File: config.mk
export PLATFORM = sky130hd
export DESIGN_NAME = plel_ctrl
export DESIGN_NICKNAME = d
export VERILOG_FILES = /design/src/hw/rtl/plel_pkg.sv /design/src/hw/rtl/plel_ctrl.sv
export SDC_FILE = /design/constraint.sdc
export NUM_CORES = 1
export LEC_CHECK = 0
export ABC_AREA = 1
export BUFFER_PORTS_ARGS = -buffer_cell sky130_fd_sc_hd__buf_2
export CAP_MARGIN = 20
export CORE_MARGIN = 3
export CORE_UTILIZATION = 53
export DETAILED_ROUTE_END_ITERATION = 12
export PLACE_DENSITY = 0.8
export SLEW_MARGIN = 0
export SYNTH_ARGS = -nofsm -noshare
export SYNTH_HDL_FRONTEND = slang
export SYNTH_SLANG_ARGS = --single-unit
File: constraint.sdc
create_clock -name vclk -period 3.6
set_input_delay 0.54 -clock vclk [all_inputs]
set_output_delay 0.54 -clock vclk [all_outputs]
set_load 0.02 [all_outputs]
File: src/hw/rtl/plel_pkg.sv
// Package for the positional list engine: opcodes, status codes, field widths
// and the control word passed from the decoder to the row of cells.
// Depends on nothing.
package plel_pkg;

  // Widths of the request and response fields.
  localparam int unsigned OPCODE_W   = 3;
  localparam int unsigned POSITION_W = 7;
  localparam int unsigned WORD_W     = 32;
  localparam int unsigned STATUS_W   = 2;
  localparam int unsigned COUNT_W    = 7;

  // Default number of words the list can hold.
  localparam int unsigned DEF_CAPACITY = 64;

  // Request opcodes. The eighth code is unused and answers OK with no effect.
  typedef enum logic [OPCODE_W-1:0] {
    OP_INS_FRONT = 3'd0,
    OP_INS_BACK  = 3'd1,
    OP_INS_AT    = 3'd2,
    OP_REM_FRONT = 3'd3,
    OP_REM_BACK  = 3'd4,
    OP_REM_AT    = 3'd5,
    OP_READ_AT   = 3'd6,
    OP_NOP       = 3'd7
  } op_t;

  // Response status codes.
  typedef enum logic [STATUS_W-1:0] {
    ST_OK    = 2'd0,
    ST_RANGE = 2'd1,
    ST_EMPTY = 2'd2,
    ST_FULL  = 2'd3
  } status_t;

  // Decoded action of one request, handed from the decoder to the cells.
  typedef struct packed {
    logic    ins;     // open a gap at the target index and store the word
    logic    rem;     // take the word at the target index and close the gap
    logic    rd;      // read the word at the target index
    status_t status;
  } ctl_t;

endpackage

File: src/hw/rtl/plel_ctrl.sv
// Request decoder of the positional list engine: works out the target index,
// the fault checks and the new word count from the opcode and current count.
// Depends on plel_pkg.
module plel_ctrl #(
  parameter int unsigned CAPACITY = plel_pkg::DEF_CAPACITY,
  parameter int unsigned AW       = 6,
  parameter int unsigned CW       = 7
) (
  input  logic [plel_pkg::OPCODE_W-1:0]   opcode,
  input  logic [plel_pkg::POSITION_W-1:0] position,
  input  logic [CW-1:0]                   count,
  output plel_pkg::ctl_t                  ctl,
  output logic [AW-1:0]                   at,
  output logic [CW-1:0]                   count_next
);

  localparam int unsigned MW = (CW > plel_pkg::POSITION_W) ? CW : plel_pkg::POSITION_W;
  localparam logic [MW-1:0] CAP_M = MW'(CAPACITY);

  logic [MW-1:0] cnt_m;
  logic [MW-1:0] pos_m;
  logic [MW-1:0] at_m;

  assign cnt_m = MW'(count);
  assign pos_m = MW'(position);
  assign at    = at_m[AW-1:0];

  // Decode the opcode into one action and a status.
  always_comb begin
    ctl        = '{ins: 1'b0, rem: 1'b0, rd: 1'b0, status: plel_pkg::ST_OK};
    at_m       = '0;
    count_next = count;
    case (plel_pkg::op_t'(opcode))
      plel_pkg::OP_INS_FRONT, plel_pkg::OP_INS_BACK, plel_pkg::OP_INS_AT: begin
        if (plel_pkg::op_t'(opcode) == plel_pkg::OP_INS_BACK) begin
          at_m = cnt_m;
        end else if (plel_pkg::op_t'(opcode) == plel_pkg::OP_INS_AT) begin
          at_m = pos_m;
        end
        if (at_m > cnt_m) begin
          ctl.status = plel_pkg::ST_RANGE;
        end else if (cnt_m >= CAP_M) begin
          ctl.status = plel_pkg::ST_FULL;
        end else begin
          ctl.ins    = 1'b1;
          count_next = count + CW'(1);
        end
      end
      plel_pkg::OP_REM_FRONT, plel_pkg::OP_REM_BACK, plel_pkg::OP_REM_AT: begin
        if (plel_pkg::op_t'(opcode) == plel_pkg::OP_REM_BACK) begin
          at_m = cnt_m - MW'(1);
        end else if (plel_pkg::op_t'(opcode) == plel_pkg::OP_REM_AT) begin
          at_m = pos_m;
        end
        if (cnt_m == '0) begin
          ctl.status = plel_pkg::ST_EMPTY;
        end else if (at_m >= cnt_m) begin
          ctl.status = plel_pkg::ST_RANGE;
        end else begin
          ctl.rem    = 1'b1;
          count_next = count - CW'(1);
        end
      end
      plel_pkg::OP_READ_AT: begin
        at_m = pos_m;
        if (at_m >= cnt_m) begin
          ctl.status = plel_pkg::ST_RANGE;
        end else begin
          ctl.rd = 1'b1;
        end
      end
      default: begin
        ctl.status = plel_pkg::ST_OK;
      end
    endcase
  end

endmodule
==> flow_summary.yaml, run 1 <==
global_route:
  grt-ovfl-total: 0
  antenna_found_initial: 0
  grt_max_degree: 11
  grt_use_total_pct: 23.3
  grt_pass1_wl_microns: 6360
  grt_pass1_vias: 1436
yosys:
  yosys.area.top_type_share_pct: 21.8
  yosys_warnings: 0
  yosysMostFrequentCell: "nand2_1"
  ys_types: 34
  syn-num-nets: 274
  synth_area_leaders: "ha_1, nand2_1, nand3_1"
  synth_area_sq_um: 1380
  ys_top_cells_by_count: "nand2_1, inv_1, nand3_1, ha_1, a21oi_1"
  synth_cells: 233
  yosysTopAreaCell: "ha_1"
  seq_area_frac_synth_pct: 0
  syn_avg_cell_area_sq_um: 5.92
worst_setup_path:
  start_kind: "primary input"
  critPathMaxFanout: 9
  worst_ep_arrival_time_ns: 2.89
  crit_required_ns: 3.06
  crit_path_end_kind: "primary output"
  path_class: "primary input to primary output"
sta:
  worst_pin_slew_ns: 0.490
  tns_ns: 0
  finalSetupViolCount: 0
  maxClockFrequency_mhz: 292
  rsz0062_at_grt: "no"
  period_share_pct: 95.2
  relSlewSlack_pct: 67.2
  final_max_slew_viol_count: 0
  fin_crit_ns: 3.43
  finalHoldViolCount: 0
pwr:
  power_uw: 241
  peakVddDrop_v: 0.000103
  total_leakage_power_uw: 0.000929
  power_density_nw_per_um2: 151
route:
  drc: 0
  vias: 1708
  routed_wl_microns: 3900
  firstDrtPassIters: 4
  viasPerCell: 5.77
  wire_per_inst_microns: 13.2
  ant_nets: 0
  first_iter_violations: 85
floorplanning:
  die_y_microns: 57.0
  core_sq_um: 2340
  row_count: 17
  pin_count: 35
  die-area_sq_um: 3250
  die_x_microns: 57.0
  initial_core_util_pct: 58.9
cells_and_area:
  syn2layout_area_growth_pct: 15.7
  drive_above_1_share_pct: 23.5
  fin_cells: 296
  fin_area_sq_um: 1600
  n_fill_cell: 223
  antenna_cells: 0
  seqCellArea_sq_um: 0
  nClkBuffers: 0
  seq_cells: 0
  multiInputGateArea_sq_um: 1220
  final_net_count: 311
  final_util_pct: 68.2
cts:
  post-cts-setup-buffers: 0
run_status:
  outcome: "finished, final reports clean"
flow_run:
  max-cap-violations: 0
placed_design:
  port_buffers: 35
  numPlacedInstances: 296
  post_dp_cell_area_sq_um: 1580
  dp_hpwl_microns: 3210
  finalWeightedCongestion: 0.920
hold_path:
  holdCritPathClass: "primary input to primary output"
-- cell families after synthesis --
family	Yosys count	share of synthesized area, %
AND/OR/NAND/NOR	123	43.2
XOR/XNOR	6	3.81
buffers and inverters	39	12.5
AO/OA/AOI/OAI	41	18.7
adder cells (fa/ha/maj)	24	21.8
-- cell type report --
type                       instances  share of cell area [%]
inverter                          35                    8.63
multi-input combinational        194                    76.3
tap                               28                    2.20
timing repair buffer              39                    12.9
-- worst max-delay path, stage by stage --
cell and delay [ns]:
buf_2 0.19, inv_1 0.08, buf_4 0.17, ha_1 0.33, o22ai_1 0.23, ha_1 0.28
nand2_1 0.07, inv_1 0.03, nand2_1 0.05, nand2_1 0.07, nand2_1 0.06, nand2_1 0.19
nor2_8 0.18, inv_4 0.06, nand2_2 0.07, nand2_1 0.05, nand2_1 0.05, inv_1 0.03
buf_2 0.14
-- cell usage in the layout (no fill, tap or decap), drive strengths merged --
cell / Yosys / layout
a211o: 2 / 2
buf: 4 / 39
nand3: 29 / 29
xor2: 5 / 5
o21ai: 10 / 10
a21o: 1 / 1
a22oi: 3 / 3
nor2: 15 / 15
xnor2: 1 / 1
inv: 34 / 34
nand2: 70 / 70
clkinv: 1 / 1
o22ai: 7 / 7
nor3: 2 / 2
ha: 24 / 24
o211ai: 3 / 3
nand4: 7 / 7
a21oi: 14 / 14
o21a: 1 / 1
-- power breakdown --
group,switching [uW],leakage [uW],internal [uW]
clock network,0,0,0
logic,157,0.000929,84.1
registers,0,0,0
total,157,0.000929,84.1
-- final timing paths --
kind	startpoint	endpoint	slack, ns	cells after the start
setup / recovery	count[0]	count_next[0]	0.17	19
hold / removal	position[2]	at[2]	1.46	3
-- through the flow --
step                setup slack [ns]  hold WS, ns
global route                  0.0219         1.48
floorplan                      0.491         1.24
detailed placement             0.198         1.45
global placement               0.230         1.45
finish                         0.171         1.46
CTS                            0.183         1.45
-- routing by layer --
metal / track usage (%) / up-vias / wire [microns]
met2: 38.0 / 83 / 1750
met3: 1.58 / 0 / 336
met4: 3.97 / 0 / 0
li1: - / 864 / -
met1: 34.0 / 761 / 1810
met5: 0 / - / 0
-- repair_timing --
action,CTS,global route
endpoints found under the setup margin,0,2
resized for setup,0,4
hold buffers,0,0
endpoints found under the hold margin,0,0
Note: power is estimated with default switching activity, not from simulation.
==> run 2: changes to the inputs <==
--- a/config.mk
+++ b/config.mk
@@ -8,10 +8,12 @@
 export ABC_AREA = 1
 export BUFFER_PORTS_ARGS = -buffer_cell sky130_fd_sc_hd__buf_2
 export CAP_MARGIN = 20
-export CORE_MARGIN = 3
-export CORE_UTILIZATION = 53
+export CELL_PAD_IN_SITES_DETAIL_PLACEMENT = 0
+export CELL_PAD_IN_SITES_GLOBAL_PLACEMENT = 2
+export CORE_MARGIN = 5
+export CORE_UTILIZATION = 29
 export DETAILED_ROUTE_END_ITERATION = 12
-export PLACE_DENSITY = 0.8
+export PLACE_DENSITY_LB_ADDON = 0.1
 export SLEW_MARGIN = 0
 export SYNTH_ARGS = -nofsm -noshare
 export SYNTH_HDL_FRONTEND = slang
==> constraint.sdc (replaced) <==
create_clock -name vclk -period 3.7
set_input_delay 0.555 -clock vclk [all_inputs]
set_output_delay 0.555 -clock vclk [all_outputs]
set_load 0.02 [all_outputs]
==> run 2 against run 1 <==
Net effect: non-clock buffer count increased by 3; routed wire length up 20%; largest cell class unchanged; via count decreased by 4.9%; highest routed layer unchanged.
==> flow_summary.yaml, run 2 (synthesis results as in run 1) <==
run_status:
  outcome: "finished, final reports clean"
worst_setup_path:
  crit_slowest_cell: "o21ai_0"
  critical-path-max-stage-delay_ns: 0.37
  crit_required_ns: 3.14
  path_class: "primary input to primary output"
  path_cells: "buf_2 -> inv_4 -> nand2_2 -> nor2_4 -> nand2_1 -> xor2_1 -> o22ai_1 -> ha_1 -> a21o_1 -> nor2_1 -> nand2_1 -> o21ai_0 -> o211ai_2 -> buf_2"
  critPathMaxFanout: 10
  worst_ep_arrival_time_ns: 2.99
  start_kind: "primary input"
  crit_path_end_kind: "primary output"
floorplanning:
  die-area_sq_um: 6230
  pin_count: 35
  die_x_microns: 79.0
  initial_core_util_pct: 29.6
  core_sq_um: 4660
  row_count: 25
  die_y_microns: 79.0
cts:
  post-cts-setup-buffers: 0
  cts_resized: 0
  cts_hold_buffers: 0
global_route:
  grt-ovfl-total: 0
  grt_max_degree: 11
  grt_use_total_pct: 14.9
  grt_pass1_vias: 1537
  antenna_found_initial: 0
  grt_pass1_wl_microns: 7710
route:
  routed_wl_microns: 4690
  viasPerCell: 5.00
  wire_per_inst_microns: 14.4
  drc: 0
  first_iter_violations: 98
  vias: 1624
  ant_nets: 0
  firstDrtPassIters: 4
cells_and_area:
  seq_cells: 0
  seqCellArea_sq_um: 0
  antenna_cells: 0
  syn2layout_area_growth_pct: 18.9
  final_net_count: 314
  layout_common_cells: "nand2_1, buf_2, inv_1, nand3_1, ha_1"
  nClkBuffers: 0
  drive_above_1_share_pct: 23.6
  final_common_cell: "nand2_1"
sta:
  fin_crit_ns: 3.55
  finalHoldViolCount: 0
  period_share_pct: 95.9
  worst_pin_slew_ns: 0.548
  relSlewSlack_pct: 63.3
  finalSetupViolCount: 0
  final_max_slew_viol_count: 0
  whs_ns: 1.48
  maxClockFrequency_mhz: 282
  rsz0062_at_grt: "no"
  tns_ns: 0
flow_run:
  max-cap-violations: 0
pwr:
  p_sw_share_pct: 65.3
  p_int_uw: 83.6
  clockPowerShare_pct: 0
  p_comb_share_pct: 100.0
  power_density_nw_per_um2: 147
  peakVddDrop_v: 0.0000555
  switchingPower_uw: 157
  p_seq_share_pct: 0
  total_leakage_power_uw: 0.000939
placed_design:
  port_buffers: 35
  dp_hpwl_microns: 3920
  finalWeightedCongestion: 0.870
hold_path:
  holdCritPathClass: "primary input to primary output"
run 2: per-layer routing:
layer  global-route usage, %  up-vias  wire length [microns]
li1                        -      869                      -
met1                    22.2      723                   2530
met2                    24.1       32                   1990
met3                    1.70        0                    173
met4                   0.687        0                      0
met5                       0        -                      0
run 2: final timing paths:
path,startpoint,endpoint,slack (ns),depth (start not counted)
setup / recovery,count[2],count_next[6],0.15,14
hold / removal,position[1],at[1],1.48,3
run 2: cell type report:
class                      instances  area, sq um
fill                             538         3020
multi-input combinational        194         1210
timing repair buffer              42          228
inverter                          35          138
tap                               54         67.6
run 2: power by group through the flow:
stage	Combinational (uW)	Clock, uW	Sequential, uW
6_report	241	0	0
5_1_grt	269	0	0
4_1_cts	242	0	0
3_5_place_dp	241	0	0
3_3_place_gp	244	0	0
2_1_floorplan	164	0	0
run 2: through the flow:
step	power [uW]	cell area (sq um)	worst slack (ns)	util (%)	std cells
5_1_grt	269	1640	0.0466	35.2	325
2_1_floorplan	164	1380	0.561	-	233
3_5_place_dp	241	1640	0.216	35.2	325
3_3_place_gp	244	1640	0.204	35.2	325
4_1_cts	242	1640	0.204	35.2	325
6_report	241	1640	0.153	35.2	325
run 2: critical path: cells and delay by family:
kind / cells / cell delay, ns
and+or+nand+nor: 5 / 0.60
adders and majority gates: 1 / 0.30
AOI/OAI and AO/OA: 4 / 0.81
buffers and inverters: 3 / 0.50
xor gates and xnor gates: 1 / 0.22
==> run 3: changes to the inputs <==
--- a/config.mk
+++ b/config.mk
@@ -14,6 +14,7 @@
 export CORE_UTILIZATION = 29
 export DETAILED_ROUTE_END_ITERATION = 12
 export PLACE_DENSITY_LB_ADDON = 0.1
+export RECOVER_POWER = 100
 export SLEW_MARGIN = 0
 export SYNTH_ARGS = -nofsm -noshare
 export SYNTH_HDL_FRONTEND = slang
==> run 3 against run 2 <==
Net effect: global-route usage stayed put; largest cell class unchanged; critical path type unchanged; critical path depth unchanged; non-clock buffer count is the same; sequential cell count did not move; first-iteration DRC count is 4.1% higher.
==> flow_summary.yaml, run 3 (synthesis results as in run 1) <==
global_route:
  grt_pass1_wl_microns: 7710
  grt_pass1_vias: 1537
  grt_use_total_pct: 14.9
  antenna_found_initial: 0
  grt_max_degree: 11
  grt-ovfl-total: 0
route:
  ant_nets: 0
  route.met3.wl_microns: 189
  wl_met2_microns: 1990
  viasPerCell: 5.06
  vias: 1644
  firstDrtPassIters: 4
  top_layer_used: "met3"
  first_iter_violations: 102
  routed_wl_microns: 4680
  wire_per_inst_microns: 14.4
  drc: 0
  m1WireLength_microns: 2510
worst_setup_path:
  start_kind: "primary input"
  critical_path_depth: 14
  path_cells: "buf_2 -> inv_4 -> nand2_2 -> nor2_4 -> nand2_1 -> xor2_1 -> o22ai_1 -> ha_1 -> a21o_1 -> nor2_1 -> nand2_1 -> o21ai_0 -> o211ai_2 -> clkbuf_2"
  crit_slowest_cell: "o21ai_0"
  cp_num_buf_inv: 3
  crit_required_ns: 3.14
  cp_top_family: "compound AO/OA/AOI/OAI gates"
  critical-path-max-stage-delay_ns: 0.38
  critPathMaxFanout: 10
  crit_path_end_kind: "primary output"
  cp_common_cell: "nand2_1"
  worst_ep_arrival_time_ns: 3.00
  path_class: "primary input to primary output"
hold_path:
  holdPathStages: 4
  holdCritPathClass: "primary input to primary output"
placed_design:
  port_buffers: 35
  finalWeightedCongestion: 0.870
  dp_hpwl_microns: 3920
  post_dp_cell_area_sq_um: 1640
cells_and_area:
  antenna_cells: 0
  fin_area_sq_um: 1630
  final_common_cell: "nand2_1"
  drive_above_1_share_pct: 21.0
  syn2layout_area_growth_pct: 17.9
  seq_cells: 0
  layout_common_cells: "nand2_1, inv_1, nand3_1"
  seqCellArea_sq_um: 0
  final_net_count: 314
  nClkBuffers: 0
sta:
  period_share_pct: 96.0
  final_max_slew_viol_count: 0
  maxClockFrequency_mhz: 282
  fin_crit_ns: 3.55
  worst_pin_slew_ns: 0.547
  finalHoldViolCount: 0
  rsz0062_at_grt: "no"
  finalSetupViolCount: 0
  tns_ns: 0
  relSlewSlack_pct: 63.4
floorplanning:
  die_x_microns: 79.0
  row_count: 25
  die-area_sq_um: 6230
  pin_count: 35
  die_y_microns: 79.0
  core_sq_um: 4660
  initial_core_util_pct: 29.6
cts:
  post-cts-setup-buffers: 0
  cts_hold_buffers: 0
  cts_resized: 0
pwr:
  power_density_nw_per_um2: 147
  total_leakage_power_uw: 0.000921
  peakVddDrop_v: 0.0000554
flow_run:
  max-cap-violations: 0
run_status:
  outcome: "finished, final reports clean"
==> run 3: area by class of cell <==
| cell class | instances | area [sq um] |
|---|---|---|
| multi-input cells | 194 | 1200 |
| well taps | 54 | 67.6 |
| repair buffers | 42 | 219 |
| inverters | 35 | 138 |
| fillers | 542 | 3040 |
==> run 3: worst paths after layout <==
kind	start	endpoint	slack, ns
max	count[2]	count_next[6]	0.15
min	position[5]	at[5]	1.53
==> run 3: through the flow <==
step | hold slack (ns) | utilization [%] | power, uW | worst slack, ns | instances
3_5_place_dp | 1.48 | 35.2 | 241 | 0.216 | 325
6_report | 1.53 | 34.9 | 239 | 0.149 | 325
4_1_cts | 1.48 | 35.2 | 242 | 0.204 | 325
5_1_grt | 1.56 | 34.9 | 267 | 0.0324 | 325
2_1_floorplan | 1.27 | - | 164 | 0.561 | 233
3_3_place_gp | 1.48 | 35.2 | 244 | 0.204 | 325
==> run 3: where the power goes <==
group,internal (uW),leakage [uW],switching [uW]
sequential,0,0,0
combinational,81.2,0.000921,157
clock,0,0,0
total,81.2,0.000921,157
==> run 3: per-layer routing <==
| metal | track usage (%) | vias to the layer above |
|---|---|---|
| met3 | 1.70 | 0 |
| met1 | 22.2 | 740 |
| li1 | - | 867 |
| met2 | 24.1 | 37 |
| met4 | 0.687 | 0 |
| met5 | 0 | - |
