$ cat src/hw/rtl/plel_pkg.sv
// Package for the positional list engine: opcodes, status codes, field widths
// and the control word passed from the decoder to the row of cells.
// Depends on nothing.
package plel_pkg;

  // Widths of the request and response fields.
  localparam int unsigned OPCODE_W   = 3;
  localparam int unsigned POSITION_W = 7;
  localparam int unsigned WORD_W     = 32;
  localparam int unsigned STATUS_W   = 2;
  localparam int unsigned COUNT_W    = 7;

  // Default number of words the list can hold.
  localparam int unsigned DEF_CAPACITY = 64;

  // Request opcodes. The eighth code is unused and answers OK with no effect.
  typedef enum logic [OPCODE_W-1:0] {
    OP_INS_FRONT = 3'd0,
    OP_INS_BACK  = 3'd1,
    OP_INS_AT    = 3'd2,
    OP_REM_FRONT = 3'd3,
    OP_REM_BACK  = 3'd4,
    OP_REM_AT    = 3'd5,
    OP_READ_AT   = 3'd6,
    OP_NOP       = 3'd7
  } op_t;

  // Response status codes.
  typedef enum logic [STATUS_W-1:0] {
    ST_OK    = 2'd0,
    ST_RANGE = 2'd1,
    ST_EMPTY = 2'd2,
    ST_FULL  = 2'd3
  } status_t;

  // Decoded action of one request, handed from the decoder to the cells.
  typedef struct packed {
    logic    ins;     // open a gap at the target index and store the word
    logic    rem;     // take the word at the target index and close the gap
    logic    rd;      // read the word at the target index
    status_t status;
  } ctl_t;

endpackage

$ cat src/hw/rtl/plel_cell.sv
// One cell of the list row: holds a single word and takes a new one from its
// left or right neighbour, or from the request, as the decoded action says.
// Depends on plel_pkg.
module plel_cell #(
  parameter int unsigned AW  = 6,
  parameter int unsigned IDX = 0
) (
  input  logic                        clk,
  input  logic                        en,
  input  plel_pkg::ctl_t              ctl,
  input  logic [AW-1:0]               at,
  input  logic [plel_pkg::WORD_W-1:0] word,
  input  logic [plel_pkg::WORD_W-1:0] left,
  input  logic [plel_pkg::WORD_W-1:0] right,
  output logic [plel_pkg::WORD_W-1:0] data,
  output logic [plel_pkg::WORD_W-1:0] hit_data
);

  localparam logic [AW-1:0] MY_IDX = AW'(IDX);

  logic hit;
  logic above;

  // Position of this cell relative to the target index.
  assign hit   = (at == MY_IDX);
  assign above = (MY_IDX > at);

  // The word is offered to the read-out only when this cell is the target.
  assign hit_data = hit ? data : '0;

  // Shift right on insert, shift left on removal, otherwise hold.
  always_ff @(posedge clk) begin
    if (en) begin
      if (ctl.ins) begin
        if (above) begin
          data <= left;
        end else if (hit) begin
          data <= word;
        end
      end else if (ctl.rem) begin
        if (above || hit) begin
          data <= right;
        end
      end
    end
  end

endmodule

$ cat config.mk
export PLATFORM = sky130hd
export DESIGN_NAME = plel_cell
export DESIGN_NICKNAME = d
export VERILOG_FILES = /design/src/hw/rtl/plel_pkg.sv /design/src/hw/rtl/plel_cell.sv
export SDC_FILE = /design/constraint.sdc
export NUM_CORES = 1
export LEC_CHECK = 0
export ABC_AREA = 1
export BUFFER_PORTS_ARGS = -buffer_cell sky130_fd_sc_hd__buf_4
export CAP_MARGIN = 40
export CELL_PAD_IN_SITES_DETAIL_PLACEMENT = 1
export CELL_PAD_IN_SITES_GLOBAL_PLACEMENT = 1
export CORE_ASPECT_RATIO = 0.6
export CORE_MARGIN = 3
export CORE_UTILIZATION = 26
export CTS_BUF_LIST = sky130_fd_sc_hd__clkbuf_8
export CTS_CLUSTER_DIAMETER = 60
export DETAILED_ROUTE_END_ITERATION = 7
export PLACE_DENSITY_LB_ADDON = 0.2
export SLEW_MARGIN = 25
export SYNTH_ARGS = -nofsm -noshare
export SYNTH_HDL_FRONTEND = slang
export SYNTH_SLANG_ARGS = --single-unit
$ cat constraint.sdc
create_clock -name clk -period 4.5 [get_ports clk]
set_clock_uncertainty 0.05 [all_clocks]
set_input_delay 0.45 -clock clk [delete_from_list [all_inputs] [get_ports clk]]
set_output_delay 0.45 -clock clk [all_outputs]
set_load 0.02 [all_outputs]
==> results by group, run 1 <==
Clocking
  • Clock root buffer: clkbuf_8
  • Total clock sinks: 32
  • Clk pin slew, worst setup/hold paths: 0.06 ns
  • Resized Gates After CTS: 0
  • Hold_buf cts: 0
  • Clock Path Buffers: 2
  • CTS tree: built
  • Post-CTS Setup Inserts: 0
  • H-tree depth: 2
  • Num CTS Buffers: 5

Final layout
  • Layout net count: 453
  • Top reg by flops: data
  • Most frequent cells in the layout: 138 x buf_4, 64 x inv_1, 33 x o21ai_0, 32 x nand2_1, 32 x edfxtp_1
  • Register area: 961 sq um
  • Largest register FFs: 32
  • Fillers: 778
  • Ant diodes: 0
  • Top flop regs: data: 32 flops
  • Commonest non-fill, non-tap cell in the layout: buf_4
  • Area of the multi-input gates: 531 sq um
  • Layout cells sized above 1: 51.8%
  • Layout Cells excl Fill: 426
  • Design Area, Final: 0.00297 sq mm
  • Area grow syn2layout: 65.7%

Yosys
  • Post-synth net total: 317
  • Main area contributors after synthesis: edfxtp_1 54%, inv_1 13%, nor2_2 9.8%
  • Compound-gate portion of the synthesized area: 9.22%
  • Top cell type by total area after synthesis: edfxtp_1
  • Mean Syn Cell Area: 8.61 sq um
  • Post-synth top area share: 53.6%
  • Register area share after synthesis: 53.6%
  • Mux contribution to synthesized area: 0%
  • Mapped cell area: 0.00179 sq mm
  • Synth warnings: 0
  • Largest family of logic cells by synthesized area: simple AND/OR/NAND/NOR gates
  • Synth Instances: 208
  • XOR/XNOR share of the synthesized area: 0%
  • #FFs+latches synth: 32
  • Synth cell types: 11
  • Adder-cell share of the synthesized area: 0%
  • Post-synthesis simple-gate area fraction: 20.0%

Route
  • Post-Route WL: 5.69 mm
  • DRC: 0
  • Average routed wire per standard cell: 13.4 um
  • DR iter-0 viols: 35
  • Final ANT Viol Nets: 0
  • DR vias/cell: 4.12
  • Vias: 1753
  • First-pass DRT Iterations: 4

Power
  • Peak supply drop: 95.9 uV
  • Leakage: 1.56 nW
  • P per Cell Area: 208 mW/mm^2

Global route
  • First-pass GRT wire length: 8.76 mm
  • Initial antenna violation count: 0
  • All-Layer GR Usage: 14.0%
  • Vias in the first global route: 1764
  • Congestion Overflow GR: 0
  • Largest net degree at the start of global routing: 66

Floorplan
  • IO Count: 173
  • Initial Util: 28.1%
  • Die height: 70.3 um
  • Row count: 22
  • Core area: 0.00639 sq mm
  • Die Width: 113 um
  • DIE AREA: 0.00796 sq mm

Setup path
  • Crit path max fanout: 18
  • Critical Path AT: 1.91 ns
  • WP data required: 4.00 ns
  • Critical Path Source: at[1]
  • Startpoint types: input port
  • Worst setup path end: hit_data[0]
  • Critical path class: input port to output pin
  • Crit end category: output pin

STA
  • Worst setup margin: 2.09 ns
  • Slew @ Worst Pin: 0.582 ns
  • Fmax: 415 MHz
  • Max Slew Vio Count: 0
  • Final worst-path cycle share: 53.6%
  • RSZ-0062 raised after global routing: no
  • Min cycle time layout: 2.41 ns
  • Sum Neg Setup Slack: 0 ns
  • Finish-stage setup viols: 0
  • Final hold vios: 0
  • Relative slew slack: 61.1%

Placement
  • Area after DPL: 0.00290 sq mm
  • GPL Wtd Cong: 0.732
  • Number of port buffers: 137
  • Pre-CTS WS: 2.02 ns
  • Post-DP HPWL: 4.62 mm
  • DP Cell Count: 421

Worst hold path
  • Min-delay worst type: input port to register
  • Hold-critical path depth: 3

Job
  • Max Cap Violations: 0

Run status
  • Run status: finished, final reports clean
## power by group
group	internal, mW	switching, mW	total, mW
combinational	0.0541	0.0362	0.0904
clock	0.0995	0.0941	0.194
sequential	0.332	0.000804	0.333
total	0.486	0.131	0.617
## worst min-delay path by stage
| stage | startpoint | to | slack (ns) |
|---|---|---|---|
| CTS | word[30] | data[30] | 0.40 |
| detailed placement | word[30] | data[30] | 0.68 |
| global route | word[8] | data[8] | 0.39 |
| floorplan | word[30] | data[30] | 0.59 |
| finish | word[16] | data[16] | 0.41 |
| global placement | word[29] | data[29] | 0.68 |
## Yosys cell counts, drive strengths merged
library cell,n
inv,64
nor2,36
o21ai,33
edfxtp,32
nand2,32
buf,9
clkbuf,1
nand3,1
## routing by layer
layer / global-route usage [%] / routed length, um / vias up
met5: 0 / 0 / -
met4: 3.60 / 50 / 0
met3: 5.02 / 601 / 5
met2: 24.1 / 2800 / 82
met1: 16.7 / 2240 / 782
li1: - / - / 884
## cells by family (layout without fill, tap and decap cells)
family	count (synthesis)	in the layout
compound gates	33	33
buf+inv	74	208
flops	32	32
simple gates	69	69
## metrics by stage
| step | hold WS (ns) | util [%] | power, mW |
|---|---|---|---|
| floorplan | 0.587 | - | 0.373 |
| global placement | 0.677 | 45.0 | 0.426 |
| detailed placement | 0.683 | 45.4 | 0.432 |
| CTS | 0.396 | 46.5 | 0.629 |
| global route | 0.393 | 46.5 | 0.656 |
| finish | 0.406 | 46.5 | 0.617 |
## cell type report
| cell class | count | share of cell area (%) |
|---|---|---|
| Inverter | 64 | 8.09 |
| Sequential cell | 32 | 32.4 |
| Tap cell | 84 | 3.54 |
| Clock buffer | 5 | 2.32 |
| Multi-Input combinational cell | 102 | 17.9 |
| Timing Repair Buffer | 139 | 35.8 |
## critical path, cell delays in order
cell,delay [ns]
buf_4,0.11
nor2_1,0.14
nand3_2,0.47
buf_4,0.45
nor2_1,0.13
buf_4,0.15
(Power assumes the default switching activity.)
==> inputs of run 2 (changes only) <==
- CORE_UTILIZATION: 26 -> 22
- clock period: 4.5 -> 2.2 ns (I/O delays scaled with it)
==> run 2 against run 1 <==
Net effect:
- setup slack got worse by 1.3 ns
- die area increased by 17%
- cell count increased by 5.9%
- critical path type unchanged
- critical endpoint unchanged
- largest cell class unchanged
==> results by group, run 2 (synthesized netlist as in run 1, its figures left out) <==
Global route
  • All-Layer GR Usage: 11.9% (-2.1 points)
  • Congestion Overflow GR: 0 (unchanged)
  • Vias in the first global route: 1833 (+3.9%)
  • First-pass GRT wire length: 8.71 mm (-0.56%)
  • Initial antenna violation count: 0 (unchanged)
  • Largest net degree at the start of global routing: 37 (-44%)

Route
  • Post-Route WL: 5.66 mm (-0.47%)
  • First-pass DRT Iterations: 4 (unchanged)
  • Final ANT Viol Nets: 0 (unchanged)
  • DRC: 0 (unchanged)
  • DR vias/cell: 3.85 (-6.5%)
  • Average routed wire per standard cell: 12.6 um (-6.0%)
  • Vias: 1736 (-0.97%)
  • DR iter-0 viols: 40 (+14%)

STA
  • Relative slew slack: 79.0% (+18 points)
  • Final worst-path cycle share: 66.3%
  • Fmax: 685 MHz
  • Min cycle time layout: 1.46 ns
  • Final hold vios: 0 (unchanged)
  • Slew @ Worst Pin: 0.311 ns (-0.271 ns)
  • Max Slew Vio Count: 0 (unchanged)
  • Finish-stage setup viols: 0 (unchanged)
  • Sum Neg Setup Slack: 0 ns (unchanged)
  • RSZ-0062 raised after global routing: no

Setup path
  • Worst path slowest cell: buf_4
  • Startpoint types: input port
  • Critical path class: input port to output pin
  • Cell mode on critical path: buf_4
  • Crit-path max cell delay: 0.29 ns (-0.18 ns)
  • Crit end category: output pin
  • Crit path max fanout: 16 (-2)
  • Critical Path AT: 1.19 ns (-0.72 ns)
  • WP data required: 1.93 ns (-2.07 ns)
  • Critical-path cell list: buf_4 > nor2_1 > nand3_2 > buf_4 > nor2_1 > buf_4

Final layout
  • Layout net count: 456 (+0.66%)
  • Top reg by flops: data
  • Commonest non-fill, non-tap cell in the layout: buf_4
  • Layout Cells excl Fill: 451 (+5.9%)
  • Most frequent cells in the layout: 142 x buf_4, 65 x inv_1, 33 x o21ai_0, 32 x nand2_1, 32 x edfxtp_1
  • Layout cells sized above 1: 52.2% (+0.41 points)
  • Top flop regs: data: 32 flops
  • Fillers: 935 (+20%)
  • Largest register FFs: 32 (unchanged)
  • Design Area, Final: 0.00301 sq mm (+1.2%)
  • Ant diodes: 0 (unchanged)
  • Area grow syn2layout: 67.7%

Job
  • Max Cap Violations: 0 (unchanged)

Clocking
  • Resized Gates After CTS: 0 (unchanged)
  • Clk pin slew, worst setup/hold paths: 0.07 ns (about the same)
  • Total clock sinks: 32 (unchanged)
  • H-tree depth: 2 (unchanged)
  • Num CTS Buffers: 5 (unchanged)
  • CTS tree: built
  • Hold_buf cts: 0 (unchanged)
  • Clock Path Buffers: 2 (unchanged)
  • Post-CTS Setup Inserts: 0 (unchanged)
  • Clock root buffer: clkbuf_8

Power
  • Pwr Total: 1.29 mW (+110%)
  • P per Cell Area: 428 mW/mm^2 (+110%)
  • Leakage: 1.58 nW (+1.1%)
  • Peak supply drop: 195 uV (+100%)

Floorplan
  • IO Count: 173 (unchanged)
  • Row count: 24 (+9.1%)
  • DIE AREA: 0.00930 sq mm (+17%)
  • Initial Util: 23.7% (-4.4 points)
  • Die Width: 123 um (+8.2%)
  • Core area: 0.00757 sq mm (+18%)
  • Die height: 75.9 um (+8.0%)

Run status
  • Run status: finished, final reports clean

Placement
  • Number of port buffers: 137 (unchanged)
  • GPL Wtd Cong: 0.669 (-8.6%)
  • DP Cell Count: 444 (+5.5%)
  • Post-DP HPWL: 4.61 mm (-0.25%)
  • Area after DPL: 0.00293 sq mm (+0.95%)

Worst hold path
  • HP Start: word[28]
  • End of the worst hold path: data[28]
  • Hold-critical path depth: 3 (unchanged)
  • Min-delay worst type: input port to register
[run 2: how the worst max path moves through the flow]
stage	startpoint	to	depth (start not counted)
global placement	ctl[4]	data[4]	4
detailed placement	ctl[4]	data[4]	4
floorplan	at[1]	data[0]	3
finish	at[3]	hit_data[0]	6
CTS	at[1]	hit_data[31]	6
global route	at[3]	hit_data[0]	6
[run 2: metal layers]
metal,wire [um],track usage [%],vias up
li1,-,-,892
met1,2320,13.4,755
met2,2600,19.9,84
met3,703,6.25,5
met4,40,2.68,0
met5,0,0,-
[run 2: area by class of cell]
| type | count | area (sq um) | share of cell area (%) |
|---|---|---|---|
| clock inverter | 2 | 8.76 | 0.291 |
| tap | 104 | 130 | 4.33 |
| clock buffer | 5 | 68.8 | 2.29 |
| timing repair buffer | 142 | 1070 | 35.5 |
| inverter | 64 | 240 | 7.99 |
| sequential | 32 | 961 | 32.0 |
| multi-input combinational | 102 | 531 | 17.7 |
[run 2: critical path: cells and delay by family]
family / cells / cell delay (ns)
buffers and inverters: 3 / 0.55
and+or+nand+nor: 3 / 0.43
[run 2: per-stage QoR]
step	worst slack, ns	util [%]	hold slack [ns]
floorplan	0.381	-	0.357
global placement	0.683	38.7	0.445
detailed placement	0.662	38.7	0.457
CTS	0.704	39.7	0.155
global route	0.610	39.7	0.164
finish	0.741	39.7	0.167
[run 2: where the power goes]
part | switching (mW) | internal, mW | total, mW
clock network | 0.212 | 0.210 | 0.423
registers | 0.00164 | 0.679 | 0.680
logic | 0.0728 | 0.112 | 0.184
total | 0.287 | 1.00 | 1.29
==> inputs of run 3 (changes only) <==
- ABC_AREA: 1 -> 0
- CORE_UTILIZATION: 22 -> 26
- clock period: 2.2 -> 1.3 ns (I/O delays scaled with it)
==> run 3 against run 2 <==
Net effect:
- the run now ends with setup timing left
- sequential share of layout area shrank 4.8 points
- area after synthesis grew 8.9%
- design area grew 18%
- sequential power grew 69%
- die area shrank 7.4%
- power grew 79%
- sequential cell count is the same
- highest routed layer unchanged
- global-route usage grew 3.3 points
- core utilization grew 11 points
- clock power grew 63%
- wire length grew 13%
- combinational power grew to 2.5 times the previous value
==> results by group, run 3 <==
Run status
  • Run status: finished, violations left
  • Failing checks: setup timing

Yosys
  • Mapped cell area: 0.00195 sq mm (+8.9%)
  • Synth warnings: 0 (unchanged)
  • Post-synth net total: 224 (-29%)
  • Mean Syn Cell Area: 17.0 sq um (+97%)
  • Most instantiated cells after synthesis: 32 x edfxtp_1, 32 x mux2_2, 26 x nor4b_2
  • Synth cell types: 13 (+2)
  • Synth Instances: 115 (-45%)
  • Post-synth top area share: 49.3% (-4.4 points)
  • EDFF count, synth: 32 (unchanged)
  • Top cell type by total area after synthesis: edfxtp_1
  • #FFs+latches synth: 32 (unchanged)
  • Async SR Flop Fraction: 0% (unchanged)
  • Main area contributors after synthesis: edfxtp_1 49%, nor4b_2 20%, mux2_2 18%
  • Register area share after synthesis: 49.3% (-4.4 points)
  • Ys flop type: edfxtp_1

Final layout
  • Area grow syn2layout: 81.5%
  • Layout cells sized above 1: 86.3% (+34 points)
  • Register area: 961 sq um (unchanged)
  • Most frequent cells in the layout: 143 x buf_4, 32 x mux2_2, 32 x edfxtp_1, 28 x nor4b_4, 6 x buf_6
  • Top reg by flops: data
  • Top flop regs: data: 32 flops
  • Largest register FFs: 32 (unchanged)
  • Fillers: 725 (-22%)
  • Commonest non-fill, non-tap cell in the layout: buf_4
  • Utilization after layout: 50.8% (+11 points)
  • Area of the multi-input gates: 0.00112 sq mm (+110%)
  • Ant diodes: 0 (unchanged)
  • Layout net count: 370 (-19%)

Setup path
  • Crit end category: output pin
  • WP data required: 1.12 ns (-0.81 ns)
  • Delay-heaviest family, CP: simple AND/OR/NAND/NOR gates
  • Critical path class: input port to output pin
  • Worst path slowest cell: or4_4
  • Critical Path AT: 1.46 ns (+0.27 ns)
  • Critical-path cell list: buf_6 > or4_4 > buf_12 > nor4b_4 > buf_4
  • Critical path buffer and inverter count: 3 (unchanged)
  • Crit-path max cell delay: 0.61 ns (+0.32 ns)
  • Startpoint types: input port
  • Critical Path Stages: 5 (-1)
  • Crit path max fanout: 13 (-3)

STA
  • Final worst-path cycle share: 126%
  • Relative slew slack: 71.3% (-7.8 points)
  • Max Slew Vio Count: 0 (unchanged)
  • Min cycle time layout: 1.64 ns
  • Sum Neg Setup Slack: -17.56 ns (-17.56 ns)
  • Fmax: 611 MHz
  • RSZ-0062 raised after global routing: yes
  • Finish-stage setup viols: 64 (+64)
  • Final hold vios: 0 (unchanged)
  • Worst setup margin: -0.337 ns (-1.08 ns)
  • Slew @ Worst Pin: 0.426 ns (+0.115 ns)

Clocking
  • Clock Path Buffers: 2 (unchanged)
  • Clk pin slew, worst setup/hold paths: 0.06 ns (about the same)
  • H-tree depth: 2 (unchanged)
  • Hold_buf cts: 0 (unchanged)
  • Num CTS Buffers: 5 (unchanged)
  • Total clock sinks: 32 (unchanged)
  • Clock root buffer: clkbuf_8
  • CTS tree: built

Global route
  • Largest net degree at the start of global routing: 20 (-46%)
  • Initial antenna violation count: 0 (unchanged)
  • All-Layer GR Usage: 15.2% (+3.3 points)
  • Congestion Overflow GR: 0 (unchanged)
  • First-pass GRT wire length: 10.1 mm (+16%)
  • Vias in the first global route: 1825 (-0.44%)

Route
  • First-pass DRT Iterations: 4 (unchanged)
  • Post-Route WL: 6.42 mm (+13%)
  • Vias: 1599 (-7.9%)
  • Final ANT Viol Nets: 0 (unchanged)
  • DR vias/cell: 4.42 (+15%)
  • DRC: 0 (unchanged)
  • DR iter-0 viols: 47 (+18%)
  • Average routed wire per standard cell: 17.7 um (+41%)

Power
  • Seq pwr share: 49.9% (-2.9 points)
  • Sw Ratio: 23.1% (+0.86 points)
  • Clock share of power: 29.8% (-3.0 points)
  • Peak supply drop: 340 uV (+75%)
  • Psw: 0.534 mW (+86%)
  • Comb pwr share: 20.3% (+6.0 points)
  • Leakage: 1.50 nW (-5.3%)
  • Internal: 1.77 mW (+77%)
  • P per Cell Area: 652 mW/mm^2 (+52%)

Worst hold path
  • Min-delay worst type: input port to register
  • Hold-critical path depth: 2 (-1)

Placement
  • GPL Wtd Cong: 0.683 (+2.1%)
  • Number of port buffers: 137 (unchanged)
  • Post-DP HPWL: 5.05 mm (+9.6%)

Floorplan
  • Core area: 0.00696 sq mm (-8.0%)
  • Initial Util: 28.0% (+4.3 points)
  • Die Width: 118 um (-3.8%)
  • Die height: 73.1 um (-3.7%)
  • Row count: 23 (-4.2%)
  • DIE AREA: 0.00861 sq mm (-7.4%)
  • IO Count: 173 (unchanged)

Job
  • Max Cap Violations: 0 (unchanged)
==> run 3: kinds of logic after synthesis <==
family | Yosys count | share of synthesized area [%]
DFF | 32 | 49.3
buffers and inverters | 16 | 5.77
muxes | 32 | 18.5
AOI/OAI and AO/OA | 1 | 0.256
and+or+nand+nor | 34 | 26.2
==> run 3: cell type report <==
| class | count | share of cell area (%) |
|---|---|---|
| timing repair buffer | 155 | 35.3 |
| multi-input combinational | 67 | 31.7 |
| sequential | 32 | 27.1 |
| tap | 100 | 3.53 |
| clock buffer | 5 | 1.94 |
| clock inverter | 3 | 0.318 |
==> run 3: per-layer routing <==
metal | vias up | wire length (um) | GRT usage (%)
met5 | - | 0 | 0
met4 | 0 | 34 | 3.12
met3 | 2 | 401 | 4.65
met2 | 65 | 3270 | 26.3
met1 | 772 | 2720 | 19.1
li1 | 760 | - | -
==> run 3: final timing paths <==
path,startpoint,endpoint,slack (ns)
worst max-delay path,at[0],hit_data[23],-0.34
worst min-delay path,right[18],data[18],0.11
==> run 3: power by group through the flow <==
stage	Combinational [mW]	Clock, mW	Sequential (mW)
global route	0.506	0.761	1.15
detailed placement	0.457	0	1.17
floorplan	0.224	0	1.18
finish	0.469	0.688	1.15
global placement	0.452	0	1.17
CTS	0.473	0.715	1.15
==> run 3: what timing repair did <==
action / 4_1_cts / 5_1_grt
endpoints found under the setup margin: 64 / 64
pin swaps: 2 / 1
gates cloned: 2 / 0
buffers inserted: 5 / 1
resized for setup: 16 / 9
==> run 3: per-stage QoR <==
stage          cells  hold slack [ns]  worst slack [ns]  area [sq um]  total power [mW]
6_report         362            0.108            -0.337          3540              2.31
5_1_grt          362           0.0989            -0.392          3540              2.42
4_1_cts          365            0.100            -0.353          3550              2.34
3_5_place_dp     350            0.386            -0.405          3300              1.63
3_3_place_gp     350            0.387            -0.387          3300              1.63
2_1_floorplan    115            0.300             -1.15          2130              1.40
